===== src/design/mipsdec_pkg.sv =====
// shared types and constants for the mips32 instruction decoder
`timescale 1ns / 1ps

package mipsdec_pkg;

    // primary opcodes
    localparam logic [5:0] OPC_SPECIAL  = 6'h00;
    localparam logic [5:0] OPC_REGIMM   = 6'h01;
    localparam logic [5:0] OPC_J        = 6'h02;
    localparam logic [5:0] OPC_JAL      = 6'h03;
    localparam logic [5:0] OPC_SPECIAL2 = 6'h1c;

    localparam logic [31:0] SYSCALL_WORD = 32'd12;

    // dense operation numbers
    localparam logic [6:0] OP_NONE    = 7'd0;
    localparam logic [6:0] OP_SYSCALL = 7'd1;
    localparam logic [6:0] OP_J       = 7'd41;
    localparam logic [6:0] OP_JAL     = 7'd42;

    // one decoded instruction
    typedef struct packed {
        logic [6:0]  operation;
        logic [4:0]  source_reg;
        logic [4:0]  target_reg;
        logic [4:0]  dest_reg;
        logic [4:0]  shift_amount;
        logic [15:0] immediate;
        logic [25:0] jump_target;
    } t_decoded;

endpackage


===== src/design/mipsdec_decode.sv =====
// combinational decode of one instruction word into operation and fields
`timescale 1ns / 1ps

module mipsdec_decode (
    input  logic [31:0]           i_word,
    output mipsdec_pkg::t_decoded o_dec
);
    import mipsdec_pkg::*;

    logic [5:0]  w_opc;
    logic [5:0]  w_fn;
    logic [4:0]  w_rt;
    logic [6:0]  w_special_op;
    logic [6:0]  w_special2_op;
    logic [6:0]  w_regimm_op;
    logic [6:0]  w_imm_op;
    t_decoded    w_raw;

    assign w_opc = i_word[31:26];
    assign w_fn  = i_word[5:0];
    assign w_rt  = i_word[20:16];

    // register format, funct table
    always_comb begin
        case (w_fn)
            6'h20: w_special_op = 7'd9;
            6'h21: w_special_op = 7'd10;
            6'h24: w_special_op = 7'd11;
            6'h1a: w_special_op = 7'd12;
            6'h1b: w_special_op = 7'd13;
            6'h18: w_special_op = 7'd14;
            6'h19: w_special_op = 7'd15;
            6'h27: w_special_op = 7'd16;
            6'h25: w_special_op = 7'd17;
            6'h04: w_special_op = 7'd18;
            6'h07: w_special_op = 7'd19;
            6'h06: w_special_op = 7'd20;
            6'h22: w_special_op = 7'd21;
            6'h23: w_special_op = 7'd22;
            6'h26: w_special_op = 7'd23;
            6'h2a: w_special_op = 7'd24;
            6'h2b: w_special_op = 7'd25;
            6'h09: w_special_op = 7'd26;
            6'h08: w_special_op = 7'd27;
            6'h34: w_special_op = 7'd28;
            6'h36: w_special_op = 7'd29;
            6'h32: w_special_op = 7'd30;
            6'h33: w_special_op = 7'd31;
            6'h30: w_special_op = 7'd32;
            6'h31: w_special_op = 7'd33;
            6'h10: w_special_op = 7'd34;
            6'h12: w_special_op = 7'd35;
            6'h11: w_special_op = 7'd36;
            6'h13: w_special_op = 7'd37;
            6'h00: w_special_op = 7'd38;
            6'h03: w_special_op = 7'd39;
            6'h02: w_special_op = 7'd40;
            default: w_special_op = OP_NONE;
        endcase
    end

    // special2 group
    always_comb begin
        case (w_fn)
            6'h21: w_special2_op = 7'd2;
            6'h20: w_special2_op = 7'd3;
            6'h02: w_special2_op = 7'd4;
            6'h00: w_special2_op = 7'd5;
            6'h01: w_special2_op = 7'd6;
            6'h04: w_special2_op = 7'd7;
            6'h05: w_special2_op = 7'd8;
            default: w_special2_op = OP_NONE;
        endcase
    end

    // regimm, keyed by rt
    always_comb begin
        case (w_rt)
            5'h01: w_regimm_op = 7'd55;
            5'h11: w_regimm_op = 7'd56;
            5'h10: w_regimm_op = 7'd57;
            5'h00: w_regimm_op = 7'd58;
            5'h0c: w_regimm_op = 7'd59;
            5'h0e: w_regimm_op = 7'd60;
            5'h08: w_regimm_op = 7'd61;
            5'h09: w_regimm_op = 7'd62;
            5'h0a: w_regimm_op = 7'd63;
            5'h0b: w_regimm_op = 7'd64;
            default: w_regimm_op = OP_NONE;
        endcase
    end

    // immediate format, keyed by primary opcode
    always_comb begin
        case (w_opc)
            6'h08: w_imm_op = 7'd43;
            6'h09: w_imm_op = 7'd44;
            6'h0c: w_imm_op = 7'd45;
            6'h0d: w_imm_op = 7'd46;
            6'h0e: w_imm_op = 7'd47;
            6'h0f: w_imm_op = 7'd48;
            6'h0a: w_imm_op = 7'd49;
            6'h0b: w_imm_op = 7'd50;
            6'h04: w_imm_op = 7'd51;
            6'h07: w_imm_op = 7'd52;
            6'h06: w_imm_op = 7'd53;
            6'h05: w_imm_op = 7'd54;
            6'h20: w_imm_op = 7'd65;
            6'h24: w_imm_op = 7'd66;
            6'h21: w_imm_op = 7'd67;
            6'h25: w_imm_op = 7'd68;
            6'h23: w_imm_op = 7'd69;
            6'h22: w_imm_op = 7'd70;
            6'h26: w_imm_op = 7'd71;
            6'h30: w_imm_op = 7'd72;
            6'h28: w_imm_op = 7'd73;
            6'h29: w_imm_op = 7'd74;
            6'h2b: w_imm_op = 7'd75;
            6'h2a: w_imm_op = 7'd76;
            6'h2e: w_imm_op = 7'd77;
            6'h38: w_imm_op = 7'd78;
            default: w_imm_op = OP_NONE;
        endcase
    end

    // format select
    always_comb begin
        w_raw = '0;
        if (i_word == SYSCALL_WORD) begin
            w_raw.operation = OP_SYSCALL;
        end else if (w_opc == OPC_SPECIAL || w_opc == OPC_SPECIAL2) begin
            w_raw.operation    = (w_opc == OPC_SPECIAL2) ? w_special2_op : w_special_op;
            w_raw.source_reg   = i_word[25:21];
            w_raw.target_reg   = i_word[20:16];
            w_raw.dest_reg     = i_word[15:11];
            w_raw.shift_amount = i_word[10:6];
        end else if (w_opc == OPC_J || w_opc == OPC_JAL) begin
            w_raw.operation   = (w_opc == OPC_J) ? OP_J : OP_JAL;
            w_raw.jump_target = i_word[25:0];
        end else begin
            w_raw.operation  = (w_opc == OPC_REGIMM) ? w_regimm_op : w_imm_op;
            w_raw.source_reg = i_word[25:21];
            w_raw.target_reg = i_word[20:16];
            w_raw.immediate  = i_word[15:0];
        end
    end

    // unrecognized words report nothing
    assign o_dec = (w_raw.operation == OP_NONE) ? '0 : w_raw;

endmodule


===== src/design/mips32_instruction_decoder.sv =====
// top level: mips32 instruction decoder with input and result registers
// path: an accepted request loads the input reg, then its decode loads the result reg
// and raises result valid; a stall on the result side holds it in the input reg
// throughput: 1 request per cycle; both stages advance when the next one frees
// reset: i_rst_n synchronous active low, clears both stage valid flags only
// no configuration, no state beyond the pipeline
`timescale 1ns / 1ps

module mips32_instruction_decoder (
    input  logic        i_clk,
    input  logic        i_rst_n,
    // request side
    input  logic        i_in_valid,
    output logic        o_in_ready,
    input  logic [31:0] i_instruction,
    // result side
    output logic        o_out_valid,
    input  logic        i_out_ready,
    output logic [6:0]  o_operation,
    output logic [4:0]  o_source_reg,
    output logic [4:0]  o_target_reg,
    output logic [4:0]  o_dest_reg,
    output logic [4:0]  o_shift_amount,
    output logic [15:0] o_immediate,
    output logic [25:0] o_jump_target
);
    import mipsdec_pkg::*;

    // input stage
    logic        r_in_valid;
    logic [31:0] r_in_word;
    // result stage
    logic        r_out_valid;
    t_decoded    r_out;
    t_decoded    w_dec;
    logic        w_out_free;

    // result stage can load when empty or being drained this cycle
    assign w_out_free = !r_out_valid || i_out_ready;
    // input stage can load when empty or moving forward this cycle
    assign o_in_ready = !r_in_valid || w_out_free;

    mipsdec_decode u_decode (
        .i_word (r_in_word),
        .o_dec  (w_dec)
    );

    always_ff @(posedge i_clk) begin
        if (!i_rst_n) begin
            r_in_valid  <= 1'b0;
            r_out_valid <= 1'b0;
        end else begin
            if (o_in_ready) begin
                r_in_valid <= i_in_valid;
            end
            if (w_out_free) begin
                r_out_valid <= r_in_valid;
            end
        end
    end

    // payload registers, no reset needed
    always_ff @(posedge i_clk) begin
        if (o_in_ready && i_in_valid) begin
            r_in_word <= i_instruction;
        end
        if (w_out_free && r_in_valid) begin
            r_out <= w_dec;
        end
    end

    assign o_out_valid    = r_out_valid;
    assign o_operation    = r_out.operation;
    assign o_source_reg   = r_out.source_reg;
    assign o_target_reg   = r_out.target_reg;
    assign o_dest_reg     = r_out.dest_reg;
    assign o_shift_amount = r_out.shift_amount;
    assign o_immediate    = r_out.immediate;
    assign o_jump_target  = r_out.jump_target;

    // unrecognized result carries all-zero fields
    a_none_zero: assert property (@(posedge i_clk) disable iff (!i_rst_n)
        (r_out_valid && r_out.operation == OP_NONE) |->
            (r_out.source_reg == 5'd0 && r_out.target_reg == 5'd0 &&
             r_out.dest_reg == 5'd0 && r_out.shift_amount == 5'd0 &&
             r_out.immediate == 16'd0 && r_out.jump_target == 26'd0))
        else $error("unrecognized result with nonzero fields");

    // jump results only carry the target
    a_jump_fields: assert property (@(posedge i_clk) disable iff (!i_rst_n)
        (r_out_valid && (r_out.operation == OP_J || r_out.operation == OP_JAL)) |->
            (r_out.source_reg == 5'd0 && r_out.target_reg == 5'd0 &&
             r_out.immediate == 16'd0))
        else $error("jump result with register or immediate fields");

    // a held input request is not dropped while the result stage is stalled
    a_in_hold: assert property (@(posedge i_clk) disable iff (!i_rst_n)
        (r_in_valid && !w_out_free) |=> (r_in_valid && $stable(r_in_word)))
        else $error("input stage lost a request under stall");

    // an accepted request occupies the input stage next cycle
    a_in_load: assert property (@(posedge i_clk) disable iff (!i_rst_n)
        (i_in_valid && o_in_ready) |=> r_in_valid)
        else $error("accepted request not captured");

    // a stalled result stays put
    a_out_hold: assert property (@(posedge i_clk) disable iff (!i_rst_n)
        (r_out_valid && !i_out_ready) |=> (r_out_valid && $stable(r_out)))
        else $error("result changed while stalled");

endmodule

===== config.mk =====
export PLATFORM = sky130hd
export DESIGN_NAME = mips32_instruction_decoder
export DESIGN_NICKNAME = d
export VERILOG_FILES = /design/src/design/mipsdec_pkg.sv /design/src/design/mipsdec_decode.sv /design/src/design/mips32_instruction_decoder.sv
export SDC_FILE = /design/constraint.sdc
export NUM_CORES = 1
export LEC_CHECK = 0
export ABC_AREA = 1
export BUFFER_PORTS_ARGS = -buffer_cell sky130_fd_sc_hd__buf_2
export CAP_MARGIN = 15
export CORE_MARGIN = 2
export CORE_UTILIZATION = 42
export DETAILED_ROUTE_END_ITERATION = 10
export GPL_ROUTABILITY_DRIVEN = 0
export MAX_ROUTING_LAYER = met4
export SLEW_MARGIN = 20
export SYNTH_ARGS = -nofsm -noshare
export SYNTH_HDL_FRONTEND = slang
export SYNTH_HIERARCHICAL = 1
export SYNTH_SLANG_ARGS = --single-unit

===== constraint.sdc =====
create_clock -name i_clk -period 5.1 [get_ports i_clk]
set_input_delay 0.51 -clock i_clk [delete_from_list [all_inputs] [get_ports i_clk]]
set_output_delay 0.51 -clock i_clk [all_outputs]
set_load 0.02 [all_outputs]

==> qor.yml <==
path_clk_slew_ns: 0.07
synth_compound_area_share_pct: 3.29
vias_per_cell: 5.07
grt.total_usage_pct: 19.1
power_density_mw_per_mm2: 321
setup_viol: 0
grt_max_degree: 70
wl_per_cell_microns: 14.9
whs_ns: 0.328
cts_tree: "built"
num_vias: 3991
gr-total-overflow: 0
synth_warnings: 6
cts_setup_buffers: 0
die_w_microns: 115
drc: 0
pin_count: 107
cts_sinks: 103
period_share_pct: 55.0
pwr-share-clk_pct: 35.8
dieArea_sq_mm: 0.0131
synth_cell_type_count: 30
synth_area_leaders: "edfxtp_1, nand2_1, nor2_1, nand3_1, ha_1"
largest_reg_flops: 32
synth_fp_nets: 580
crit_required_ns: 5.20
synthSimpleGateAreaFrac_pct: 27.0
leakagePower_uw: 0.00279
cts_hold_buffers: 0
dr.pass1.iters: 5
clkLatencyLatePin_ns: 0.35
area_delta_synth_final_pct: 19.0
relSlewSlack_pct: 42.0
grt_pass1_vias: 3751
drtAntennaViolNets: 0
cp-start-kind: "flip-flop"
initial_utilization_pct: 42.9
layout-drive-gt1-share_pct: 25.0
rows: 40
yosysSeqAreaShare_pct: 59.9
synthXorXnorAreaFrac_pct: 0
synth_top_cell_by_area: "edfxtp_1"
tightest_slew_ns: 0.870
final.setup_skew_ns: 0.00960
cts-root-buf: "clkbuf_16"
cp-end-kind: "flip-flop"
max_flop_register: "r_in_word"
seqPwrFrac_pct: 51.7
io_buffer_count: 106
synth_mux_area_share_pct: 0
fmax_ghz: 0.356
peakVddDrop_v: 0.000177
netlist_instances: 527
tns_ns: 0
cp_data_arrival_time_ns: 2.91
cts_buffers: 9
hold_viol_final: 0
h-tree-depth: 3
routed_wl_mm: 11.7
cap_violations: 0
synth_top_family_by_area: "simple AND/OR/NAND/NOR gates"
crit_path_max_fanout: 28
drt_first_iter_violations: 284
grt_first_pass_wirelength_mm: 18.6
slew_violations: 0
finalNetCount: 687
period_minus_slack_ns: 2.81
yosysTopAreaCellShare_pct: 59.1
yosys_register_bits: 103
path_class: "reg -> reg"
rsz0062_at_grt: "no"
p_switching_uw: 514
dp_slack_ns: 2.29
place_hpwl_mm: 8.42
syn_area_sq_mm: 0.00513
cts_resized: 0
coreArea_sq_mm: 0.0120
die_h_microns: 115
syn_avg_cell_area_sq_um: 9.73
layout_setup_ws_ns: 2.29
outcome: "finished clean"
p_sw_share_pct: 26.3
cts_buffer_depth: 2
yosys.area_share.adder_pct: 4.15
power.internal_uw: 1440
combPwrFrac_pct: 12.5
antenna_found_initial: 1
min_path_type: "in -> reg"
-- cells by family (layout without fill, tap and decap cells) --
| family | count (synthesis) | count (layout) |
|---|---|---|
| fa+ha+maj | 17 | 17 |
| flops | 103 | 103 |
| compound gates | 31 | 31 |
| other cells | 0 | 1 |
| simple gates | 307 | 307 |
| buf+inv | 69 | 181 |
-- layout make-up --
class                      instances  area (sq um)
clock inverter                     7          81.3
timing repair buffer             108           546
tap                              147           184
clock buffer                       9           225
fill                            1100          5860
multi-input combinational        355          1780
sequential                       103          3070
antenna                            1          2.50
inverter                          57           214
-- critical path, stage by stage, from the launching register on --
cell and delay [ns]:
edfxtp_1 0.51, inv_1 0.17, ha_1 0.30, nand2_2 0.10, nand3b_4 0.23, nand3_4 0.32
nand2_1 0.12, inv_2 0.06, nand2_2 0.05, nor2_2 0.09, nand3_2 0.10, nor2_4 0.11
nand2_4 0.15, inv_2 0.19, nor2_1 0.07
-- cell usage in the layout, fill, tap and decap left out, drive strengths merged --
master / Yosys / final
a21oi: 15 / 15
a31oi: 2 / 2
and2: 1 / 1
buf: 8 / 108
bufinv: 0 / 1
clkbuf: 4 / 9
clkinv: 0 / 2
clkinvlp: 0 / 2
dfxtp: 2 / 2
diode: 0 / 1
edfxtp: 101 / 101
ha: 17 / 17
inv: 57 / 59
nand2: 142 / 142
nand3: 48 / 48
nand3b: 1 / 1
nand4: 6 / 6
nor2: 96 / 96
nor3: 12 / 12
o211ai: 2 / 2
o21ai: 11 / 11
o21bai: 1 / 1
or2: 1 / 1
-- worst paths after layout --
kind,cells after the start,from,end,slack (ns)
max reg2reg,14,r_in_word[27],o_source_reg[0],2.29
min,1,i_instruction[27],r_in_word[27],0.33
max,14,r_in_word[27],o_source_reg[0],2.29
min reg2reg,2,r_in_valid,r_in_valid,0.51
-- through the flow --
stage	utilization, %	total power (uW)	instance area (sq um)	std cells
detailed placement	48.4	1280	5790	770
global route	51.0	2040	6100	787
floorplan	-	1200	5130	527
global placement	48.4	1270	5790	770
finish	51.0	1960	6100	787
CTS	51.0	1980	6100	786
-- Yosys cell counts (all sizes together) --
cell type / count
clkbuf: 4
nand3: 48
edfxtp: 101
nand4: 6
a31oi: 2
o21ai: 11
and2: 1
nor2: 96
nand3b: 1
a21oi: 15
buf: 8
o211ai: 2
inv: 57
or2: 1
nand2: 142
nor3: 12
dfxtp: 2
o21bai: 1
ha: 17
-- routing by layer --
layer | vias to the layer above | routed length (microns) | track usage [%]
met5 | - | 0 | -
met4 | 0 | 138 | 6.34
met3 | 11 | 672 | 4.29
met2 | 161 | 5910 | 30.7
met1 | 1855 | 5010 | 24.0
li1 | 1964 | - | -
-- power by group through the flow --
stage / Sequential, uW / Clock [uW] / Combinational, uW
2_1_floorplan: 1050 / 0 / 147
6_report: 1010 / 701 / 244
4_1_cts: 1010 / 724 / 244
3_3_place_gp: 1030 / 0 / 239
5_1_grt: 1020 / 749 / 273
3_5_place_dp: 1030 / 0 / 243
Power figures use the tool's default switching activity.
